===== src/rtl/lru_kv_pkg.sv =====
// lru_kv_pkg: shared widths, opcodes and the command and status structs
// between the controller and the datapath of the lru key/value store.
// No dependencies.
`default_nettype none

package lru_kv_pkg;

   // field widths fixed by the interface
   localparam int KEY_WIDTH       = 32;
   localparam int VALUE_WIDTH     = 32;
   localparam int CAP_WIDTH       = 5;

   // default build size and capacity after reset
   localparam int ENTRIES_DEFAULT = 16;
   localparam int CAP_RESET       = 16;

   // operation codes carried on req_opcode
   localparam logic OP_GET = 1'b0;
   localparam logic OP_PUT = 1'b1;

   // commands from the controller to the datapath
   typedef struct packed {
      logic load_req;   // capture the incoming word
      logic move;       // move the matching entry to the most recent slot
      logic evict;      // drop the least recent entry
      logic append;     // write the new entry after the live ones
      logic load_rsp;   // capture the lookup outcome for the response
   } cmd_type;

   // status from the datapath to the controller
   typedef struct packed {
      logic is_put;     // held word is a put
      logic hit;        // held key is among the live entries
      logic full;       // live count has reached capacity
   } sts_type;

endpackage

`default_nettype wire


===== src/rtl/lru_kv_dpath.sv =====
// lru_kv_dpath: entry chain in recency order, parallel key compare,
// capacity and live count registers, response register.
// Depends on lru_kv_pkg.
`default_nettype none

module lru_kv_dpath #(
   parameter int ENTRIES = lru_kv_pkg::ENTRIES_DEFAULT
) (
   input  wire logic                                  clock,
   input  wire logic                                  reset,
   input  wire logic                                  csr_write_enable,
   input  wire logic [lru_kv_pkg::CAP_WIDTH-1:0]      csr_write_data,
   input  wire logic                                  req_opcode,
   input  wire logic [lru_kv_pkg::KEY_WIDTH-1:0]      req_key,
   input  wire logic [lru_kv_pkg::VALUE_WIDTH-1:0]    req_write_value,
   input  wire lru_kv_pkg::cmd_type                   cmd,
   output lru_kv_pkg::sts_type                        sts,
   output logic                                       rsp_found,
   output logic [lru_kv_pkg::VALUE_WIDTH-1:0]         rsp_read_value
);

   localparam int CW      = $clog2(ENTRIES + 1);
   localparam int IW      = (ENTRIES > 1) ? $clog2(ENTRIES) : 1;
   localparam int CAP_RST = (lru_kv_pkg::CAP_RESET > ENTRIES) ? ENTRIES
                                                               : lru_kv_pkg::CAP_RESET;

   // held request word
   logic                                   op_put_ff;
   logic [lru_kv_pkg::KEY_WIDTH-1:0]       op_key_ff;
   logic [lru_kv_pkg::VALUE_WIDTH-1:0]     op_value_ff;

   // capacity (stored already clamped) and live count
   logic [CW-1:0]                          cap_ff, cap_in;
   logic [CW-1:0]                          count_ff, count_in;
   logic [31:0]                            wr_wide;

   // entry chain, slot 0 least recent
   logic [lru_kv_pkg::KEY_WIDTH-1:0]       cell_key_ff   [ENTRIES];
   logic [lru_kv_pkg::VALUE_WIDTH-1:0]     cell_value_ff [ENTRIES];

   // lookup
   logic [ENTRIES-1:0]                     match;
   logic [IW-1:0]                          slot_idx;
   logic [lru_kv_pkg::VALUE_WIDTH-1:0]     hit_value;
   logic [lru_kv_pkg::VALUE_WIDTH-1:0]     new_value;

   // response register
   logic                                   rsp_found_ff;
   logic [lru_kv_pkg::VALUE_WIDTH-1:0]     rsp_value_ff;

   // capture the request word
   always_ff @(posedge clock) begin
      if (cmd.load_req) begin
         op_put_ff   <= (req_opcode == lru_kv_pkg::OP_PUT);
         op_key_ff   <= req_key;
         op_value_ff <= req_write_value;
      end
   end

   // capacity clamp to 1..ENTRIES on write
   assign wr_wide = 32'(csr_write_data);

   always_comb begin
      cap_in = cap_ff;
      if (csr_write_enable) begin
         priority if (wr_wide == 32'd0) begin
            cap_in = CW'(1);
         end else if (wr_wide > 32'(ENTRIES)) begin
            cap_in = CW'(ENTRIES);
         end else begin
            cap_in = CW'(csr_write_data);
         end
      end
   end

   // live count
   always_comb begin
      count_in = count_ff;
      priority if (cmd.evict) begin
         count_in = count_ff - CW'(1);
      end else if (cmd.append) begin
         count_in = count_ff + CW'(1);
      end
   end

   always_ff @(posedge clock) begin
      if (reset) begin
         cap_ff   <= CW'(CAP_RST);
         count_ff <= '0;
      end else begin
         cap_ff   <= cap_in;
         count_ff <= count_in;
      end
   end

   // parallel compare over the live entries; keys are unique, so the
   // one-hot match folds straight into slot and value
   always_comb begin
      match     = '0;
      slot_idx  = '0;
      hit_value = '0;
      for (int i = 0; i < ENTRIES; i++) begin
         match[i] = (i < int'(count_ff)) && (cell_key_ff[i] == op_key_ff);
         if (match[i]) begin
            slot_idx  = slot_idx | IW'(i);
            hit_value = hit_value | cell_value_ff[i];
         end
      end
   end

   assign new_value = op_put_ff ? op_value_ff : hit_value;

   // per-slot update: shift down towards slot 0 or take the new entry
   for (genvar i = 0; i < ENTRIES; i++) begin : g_cell
      localparam int NXT = (i + 1 < ENTRIES) ? i + 1 : i;
      logic shift_dn;
      logic load_new;

      assign shift_dn = (cmd.move  && (i >= int'(slot_idx)) && (i + 1 < int'(count_ff)))
                     || (cmd.evict && (i + 1 < int'(count_ff)));
      assign load_new = (cmd.move   && (i + 1 == int'(count_ff)))
                     || (cmd.append && (i == int'(count_ff)));

      always_ff @(posedge clock) begin
         if (load_new) begin
            cell_key_ff[i]   <= op_key_ff;
            cell_value_ff[i] <= new_value;
         end else if (shift_dn) begin
            cell_key_ff[i]   <= cell_key_ff[NXT];
            cell_value_ff[i] <= cell_value_ff[NXT];
         end
      end
   end

   // response word, value is zero on a miss
   always_ff @(posedge clock) begin
      if (cmd.load_rsp) begin
         rsp_found_ff <= |match;
         rsp_value_ff <= hit_value;
      end
   end

   assign rsp_found      = rsp_found_ff;
   assign rsp_read_value = rsp_value_ff;

   // status to the controller
   assign sts.is_put = op_put_ff;
   assign sts.hit    = |match;
   assign sts.full   = (count_ff >= cap_ff);

   // checks
   a_count_range: assert property (@(posedge clock) disable iff (reset)
      32'(count_ff) <= 32'(ENTRIES))
      else $error("live count beyond entry count");

   a_cap_range: assert property (@(posedge clock) disable iff (reset)
      (cap_ff != '0) && (32'(cap_ff) <= 32'(ENTRIES)))
      else $error("capacity outside its clamp");

   a_append_room: assert property (@(posedge clock) disable iff (reset)
      cmd.append |-> (count_ff < cap_ff) && !(|match))
      else $error("append without room or with key present");

   a_append_count: assert property (@(posedge clock) disable iff (reset)
      cmd.append |=> count_ff == $past(count_ff) + CW'(1))
      else $error("append did not grow the live count");

   a_move_hit: assert property (@(posedge clock) disable iff (reset)
      cmd.move |-> (|match) && (count_ff != '0))
      else $error("move issued without a matching entry");

endmodule

`default_nettype wire


===== src/rtl/lru_kv_ctrl.sv =====
// lru_kv_ctrl: state machine that sequences accept, lookup/update and
// eviction, and owns the response valid flag.
// Depends on lru_kv_pkg.
`default_nettype none

module lru_kv_ctrl (
   input  wire logic                  clock,
   input  wire logic                  reset,
   input  wire logic                  req_valid,
   output logic                       req_ready,
   output logic                       rsp_valid,
   input  wire logic                  rsp_ready,
   input  wire lru_kv_pkg::sts_type   sts,
   output lru_kv_pkg::cmd_type        cmd
);

   typedef enum logic {
      ST_IDLE,
      ST_EXEC
   } state_type;

   state_type state_ff, state_in;
   logic      rsp_valid_ff, rsp_valid_in;
   logic      rsp_free;

   // response slot can take a new word this cycle
   assign rsp_free = !rsp_valid_ff || rsp_ready;

   // next state and commands
   always_comb begin
      cmd          = '0;
      state_in     = state_ff;
      rsp_valid_in = rsp_valid_ff && !rsp_ready;
      unique case (state_ff)
         ST_IDLE: begin
            cmd.load_req = req_valid;
            if (req_valid) begin
               state_in = ST_EXEC;
            end
         end
         ST_EXEC: begin
            priority if (!sts.is_put) begin
               // get: waits only for the response slot
               if (rsp_free) begin
                  cmd.load_rsp = 1'b1;
                  cmd.move     = sts.hit;
                  rsp_valid_in = 1'b1;
                  state_in     = ST_IDLE;
               end
            end else if (sts.hit) begin
               cmd.move = 1'b1;
               state_in = ST_IDLE;
            end else if (sts.full) begin
               // drop the least recent entry and look again
               cmd.evict = 1'b1;
            end else begin
               cmd.append = 1'b1;
               state_in   = ST_IDLE;
            end
         end
         default: begin
            state_in = ST_IDLE;
         end
      endcase
   end

   // state and registered outputs
   always_ff @(posedge clock) begin
      if (reset) begin
         state_ff     <= ST_IDLE;
         rsp_valid_ff <= 1'b0;
      end else begin
         state_ff     <= state_in;
         rsp_valid_ff <= rsp_valid_in;
      end
   end

   assign req_ready = (state_ff == ST_IDLE);
   assign rsp_valid = rsp_valid_ff;

endmodule

`default_nettype wire


===== src/rtl/lru_cache_key_value_top.sv =====
// lru_cache_key_value_top: fully associative key/value store with least
// recently used replacement. Instantiates lru_kv_ctrl and lru_kv_dpath;
// depends on lru_kv_pkg.
//
// A word is captured while idle and worked in the execute state, where
// every live entry's key is compared at once and the recency chain shifts
// by one slot. A put of an absent key into a full store first evicts the
// least recent entry, once per pass, until there is room (one entry, or
// more after capacity has been lowered below the live count). A get also
// waits in the execute state while the previous response has not been
// taken; a new word may be accepted while a response waits. Capacity
// writes are clamped to 1..ENTRIES and are meant for idle periods only.
`default_nettype none

module lru_cache_key_value_top #(
   parameter int ENTRIES = lru_kv_pkg::ENTRIES_DEFAULT
) (
   input  wire logic                                  clock,
   input  wire logic                                  reset,
   // configuration
   input  wire logic                                  csr_write_enable,
   input  wire logic [lru_kv_pkg::CAP_WIDTH-1:0]      csr_write_data,
   // request channel
   input  wire logic                                  req_valid,
   output logic                                       req_ready,
   input  wire logic                                  req_opcode,
   input  wire logic [lru_kv_pkg::KEY_WIDTH-1:0]      req_key,
   input  wire logic [lru_kv_pkg::VALUE_WIDTH-1:0]    req_write_value,
   // response channel
   output logic                                       rsp_valid,
   input  wire logic                                  rsp_ready,
   output logic                                       rsp_found,
   output logic [lru_kv_pkg::VALUE_WIDTH-1:0]         rsp_read_value
);

   lru_kv_pkg::cmd_type cmd;
   lru_kv_pkg::sts_type sts;

   // sequencing
   lru_kv_ctrl u_ctrl (
      .clock     (clock),
      .reset     (reset),
      .req_valid (req_valid),
      .req_ready (req_ready),
      .rsp_valid (rsp_valid),
      .rsp_ready (rsp_ready),
      .sts       (sts),
      .cmd       (cmd)
   );

   // storage, compare and response word
   lru_kv_dpath #(
      .ENTRIES (ENTRIES)
   ) u_dpath (
      .clock            (clock),
      .reset            (reset),
      .csr_write_enable (csr_write_enable),
      .csr_write_data   (csr_write_data),
      .req_opcode       (req_opcode),
      .req_key          (req_key),
      .req_write_value  (req_write_value),
      .cmd              (cmd),
      .sts              (sts),
      .rsp_found        (rsp_found),
      .rsp_read_value   (rsp_read_value)
   );

endmodule

`default_nettype wire


===== config.mk =====
export PLATFORM = sky130hd
export DESIGN_NAME = lru_cache_key_value_top
export DESIGN_NICKNAME = d
export VERILOG_FILES = /design/src/rtl/lru_kv_pkg.sv /design/src/rtl/lru_kv_dpath.sv /design/src/rtl/lru_kv_ctrl.sv /design/src/rtl/lru_cache_key_value_top.sv
export SDC_FILE = /design/constraint.sdc
export NUM_CORES = 2
export LEC_CHECK = 0
export ABC_CLOCK_PERIOD_IN_PS = 25600
export BUFFER_PORTS_ARGS = -buffer_cell sky130_fd_sc_hd__buf_4
export CORE_MARGIN = 2
export CORE_UTILIZATION = 55
export DETAILED_ROUTE_END_ITERATION = 7
export GPL_ROUTABILITY_DRIVEN = 0
export MAX_ROUTING_LAYER = met4
export PLACE_DENSITY = 0.71
export SYNTH_ARGS = -nofsm -noshare
export SYNTH_HDL_FRONTEND = slang
export SYNTH_SLANG_ARGS = --single-unit

===== constraint.sdc =====
create_clock -name clock -period 25.6 [get_ports clock]
set_input_delay 0 -clock clock [delete_from_list [all_inputs] [get_ports clock]]
set_output_delay 0 -clock clock [all_outputs]
set_load 0.05 [all_outputs]

==> results.md <==
* Outcome: complete, but fails checks
* Violations in the final reports: DRC
* Vias after detailed routing at 35,000
* Clock Skew at 32.6 ps
* First-pass GRT wire length at 234,000 um
* Post-synthesis compound-gate area fraction at 5.03%
* Async S/R FF share, synth at 0%
* Xor-xnor portion of the synthesized cell area at 8.01%
* Critical path capture point type: register
* I/O Pins at 110
* Post-detailed-placement half-perimeter wirelength at roughly 93,000 um
* Slew @ Worst Pin at 1300 ps
* Share of the yosys chip area belonging to registers at 60.3%
* Largest net degree at the start of global routing at 66
* Number of endpoints with negative hold slack in the final report at 0
* Post-Syn Area per Cell at around 15 um2
* Sink of the worst hold path: u_dpath.op_key_ff[28]
* Highest net fanout along the worst path at 65
* Top cells by area, synth: edfxtp_1, mux2_2, xnor2_1, xor2_1, a22o_1
* Core occupancy in the finished layout at 62.5%
* Number of flip-flops and latches in the synthesized netlist at about 1,100
* Number of optimization iterations in the first detailed-route pass at 8
* Pre-CTS setup slack at 18,820 ps
* Combinational family with the most area after synthesis: multiplexers
* Count of placed standard cells in the final layout, fillers left out at 5,274
* Number of antenna violations at the first check in global routing at 2
* Port Buffers at 109
* Initial DRC count at 4,568
* Area of the die at 0.105 mm2
* Clock latency on the worst-skew pair at 720 ps
* Setup bufs post-CTS at 0
* Total global-route track usage at between 30% and 40%
* Ratio of routed vias to standard cells at 6.63
* Routed len/inst at slightly above 30 um
* Capture instance of the worst register-to-register path: u_dpath.cell_key_ff[1][77]
* CTS H-tree lvls at 3
* Final Total Pwr at 0.00401 W
* Placeable core area at 0.102 mm2
* Synth warnings at 0
* Via count of the first global-routing pass at about 35,000
* Buffer type at the clock tree root: clkbuf_16
* Overall overflow remaining after global route at 0
* Worst Hold Path Cells at 2
* Number of clock sinks at about 1,100
* Chip height at ~320 um
* Most frequent cells in the layout: edfxtp_1, mux2_2, xnor2_1, buf_4, xor2_1
* Synthesized-area fraction occupied by adder cells at 0.244%
* Cells after DPL at 4,920
* Most common library cell in the layout ignoring fill and taps: edfxtp_1
* Max-slew violation total from the final report at 0
* Post-detailed-route DRC marker count at 5
* Share of post-route cells with drive strength above 1 at 34.1%
* Category of the most critical setup path: register to register
* Max-Cap Viols at 0
* Depth of the worst register-to-register path at 12
* Count of different cell masters after synthesis at between 60 and 70
* Type of origin of the critical path: register
* Final worst-path setup slack at 18,610 ps
* RSZ-0062 raised after global routing: no
* Period minus WS final at 6990 ps
* Post-route clock period utilization at between 20% and 30%
* Remaining number of nets flagged by the antenna check after routing at 0
* Chip width at 324 um
* Reg-to-reg slack, setup at 18,610 ps
* Mux share of post-synthesis cell area at 19.9%
* Sum Neg Setup Slack at 0 ps
* Cell taking the most area after synthesis: edfxtp_1
* Worst-case clock buffer depth at 3
* Worst Path Required at 25,930 ps
* Total number of placement rows at 117
* Worst min-delay path startpoint: req_key[28]
* Total of endpoints with negative setup slack in the final report at 0
* Fraction of post-synthesis cell area in the top cell type by area at 59.8%
* Total length of routed wires at approximately 160,000 um
* Normalized max-slew margin at 13.6%
* Signed area change from the synthesized netlist to the final layout at 12.7%
* Power per cell area at ~63 mW/mm2
* Worst VDD drop at 0.0000671 V
* Path class of the lowest-slack min-delay path: input port to register
* Total number of nets in the final design at 3,895
* Post-synth top flop: edfxtp_1
* Data arrival time of the worst path at 7310 ps
* FF-to-FF Start: u_dpath.count_ff[1]
* Number of buffers created by CTS at 117
* Static leakage at 20.8 nW
* CTS tree: yes
* Post-synth net total at approximately 3,800
* Clk slew on worst S/H paths at around 60 ps
* Max Fclk at 143 MHz
* Area fraction in and, or, nand and nor cells after synthesis at 3.74%
* Number of enable flip-flop cells after synthesis at 1,122
* Post-synthesis instance area at 0.0563 mm2
* Gate count of the mapped netlist at 3,677
* Initial Utilization at 55.4%
[worst max-delay path, cell delays in order, from the launching register on]
cell	delay, ps
dfxtp_1	520
nor2_1	730
a21oi_1	300
and3_2	290
buf_4	350
nor4_2	570
nand4_1	640
nor3_2	720
nor2_2	320
a21oi_4	180
buf_4	820
o21bai_4	270
buf_4	820
[layer usage]
layer	GRT usage [%]	up-vias	share of wire (%)
met4	11.4	0	4.4
met2	49.0	2094	47
met5	-	-	0
met1	40.5	17700	39
met3	6.36	508	9.7
li1	-	14600	-
[Yosys cell counts, types with 2 or more instances]
cell type / n
edfxtp_1: 1122
mux2_2: 918
xnor2_1: 338
xor2_1: 177
clkbuf_1: 161
buf_2: 130
a22o_1: 129
nand4_1: 129
a221oi_1: 128
mux2_1: 75
nor4_1: 63
nor2_1: 42
buf_4: 27
nand2_1: 26
nand3_1: 18
nor3_1: 16
and3_1: 15
a21oi_1: 12
dfxtp_1: 12
ha_1: 11
inv_1: 10
a21o_1: 9
o21ai_0: 7
buf_6: 6
nand2b_1: 6
nor2b_1: 5
nor4_2: 5
o22ai_1: 5
a22oi_1: 4
a31oi_1: 4
and4_1: 4
buf_1: 4
o21bai_1: 4
or3_1: 4
a211oi_2: 3
a21oi_2: 3
mux2i_1: 3
nor3_2: 3
nor4_4: 3
o32ai_1: 3
a2111oi_2: 2
a31oi_2: 2
and2_1: 2
nand3b_1: 2
o21a_1: 2
[kinds of logic after synthesis]
| family | count (synthesis) |
|---|---|
| compound gates | 332 |
| xor+xnor | 515 |
| fa+ha+maj | 11 |
| buf+inv | 338 |
| flops | 1134 |
| mux | 996 |
| simple gates | 351 |
[report_power, final]
part / internal, W / switching (W) / leakage [nW]
clock: 0.000956 / 0.000726 / 1.79
combinational: 0.000122 / 0.000135 / 8.67
sequential: 0.00206 / 0.00000745 / 10.3
[stage by stage]
stage,cell area (um2),hold WS [ps]
final,63500,33.1
after floorplan,56300,71.6
after detailed placement,58400,179
after global routing,63500,10.3
after global placement,58400,178
after CTS,63400,2.13
[sequential cells by signal, summed over array words and instances (netlist names)]
| register | count |
|---|---|
| u_ctrl.rsp_valid | 1 |
| u_dpath.op_key_ff | 32 |
| u_dpath.op_put_ff | 1 |
| u_dpath.rsp_found | 1 |
| u_dpath.cell_value_ff | 512 |
| u_ctrl.state_ff | 1 |
| u_dpath.rsp_read_value | 32 |
| u_dpath.cell_key_ff | 512 |
| u_dpath.count_ff | 5 |
| u_dpath.cap_ff | 5 |
| u_dpath.op_value_ff | 32 |
[layout make-up]
cell class                      count  area [um2]
Inverter                           10        37.5
Timing Repair Buffer              341        2910
Sequential cell                  1134       33900
Fill cell                        7366       38100
Clock buffer                      164        3190
Multi-Input combinational cell   2205       21200
Antenna cell                        4        10.0
Tap cell                         1368        1710
Clock inverter                     48         515
[how the worst max path moves through the flow]
stage | cells after the start | slack (ps) | startpoint | to
after floorplan | 12 | 17460 | u_dpath.op_key_ff[29] | u_dpath.cell_key_ff[0][32]
after global placement | 12 | 19040 | u_dpath.count_ff[1] | u_dpath.cell_key_ff[1][86]
after detailed placement | 12 | 18820 | u_dpath.count_ff[1] | u_dpath.cell_key_ff[1][94]
after CTS | 12 | 18810 | u_dpath.count_ff[1] | u_dpath.cell_key_ff[1][77]
after global routing | 12 | 18450 | u_dpath.count_ff[1] | u_dpath.cell_key_ff[1][82]
final | 12 | 18610 | u_dpath.count_ff[1] | u_dpath.cell_key_ff[1][77]
[what timing repair did]
action                                 4_1_cts  5_1_grt
resized for setup                            0        0
endpoints found under the hold margin       95        0
hold buffers                               138        0
No activity file was read; power rests on OpenSTA's default activity.
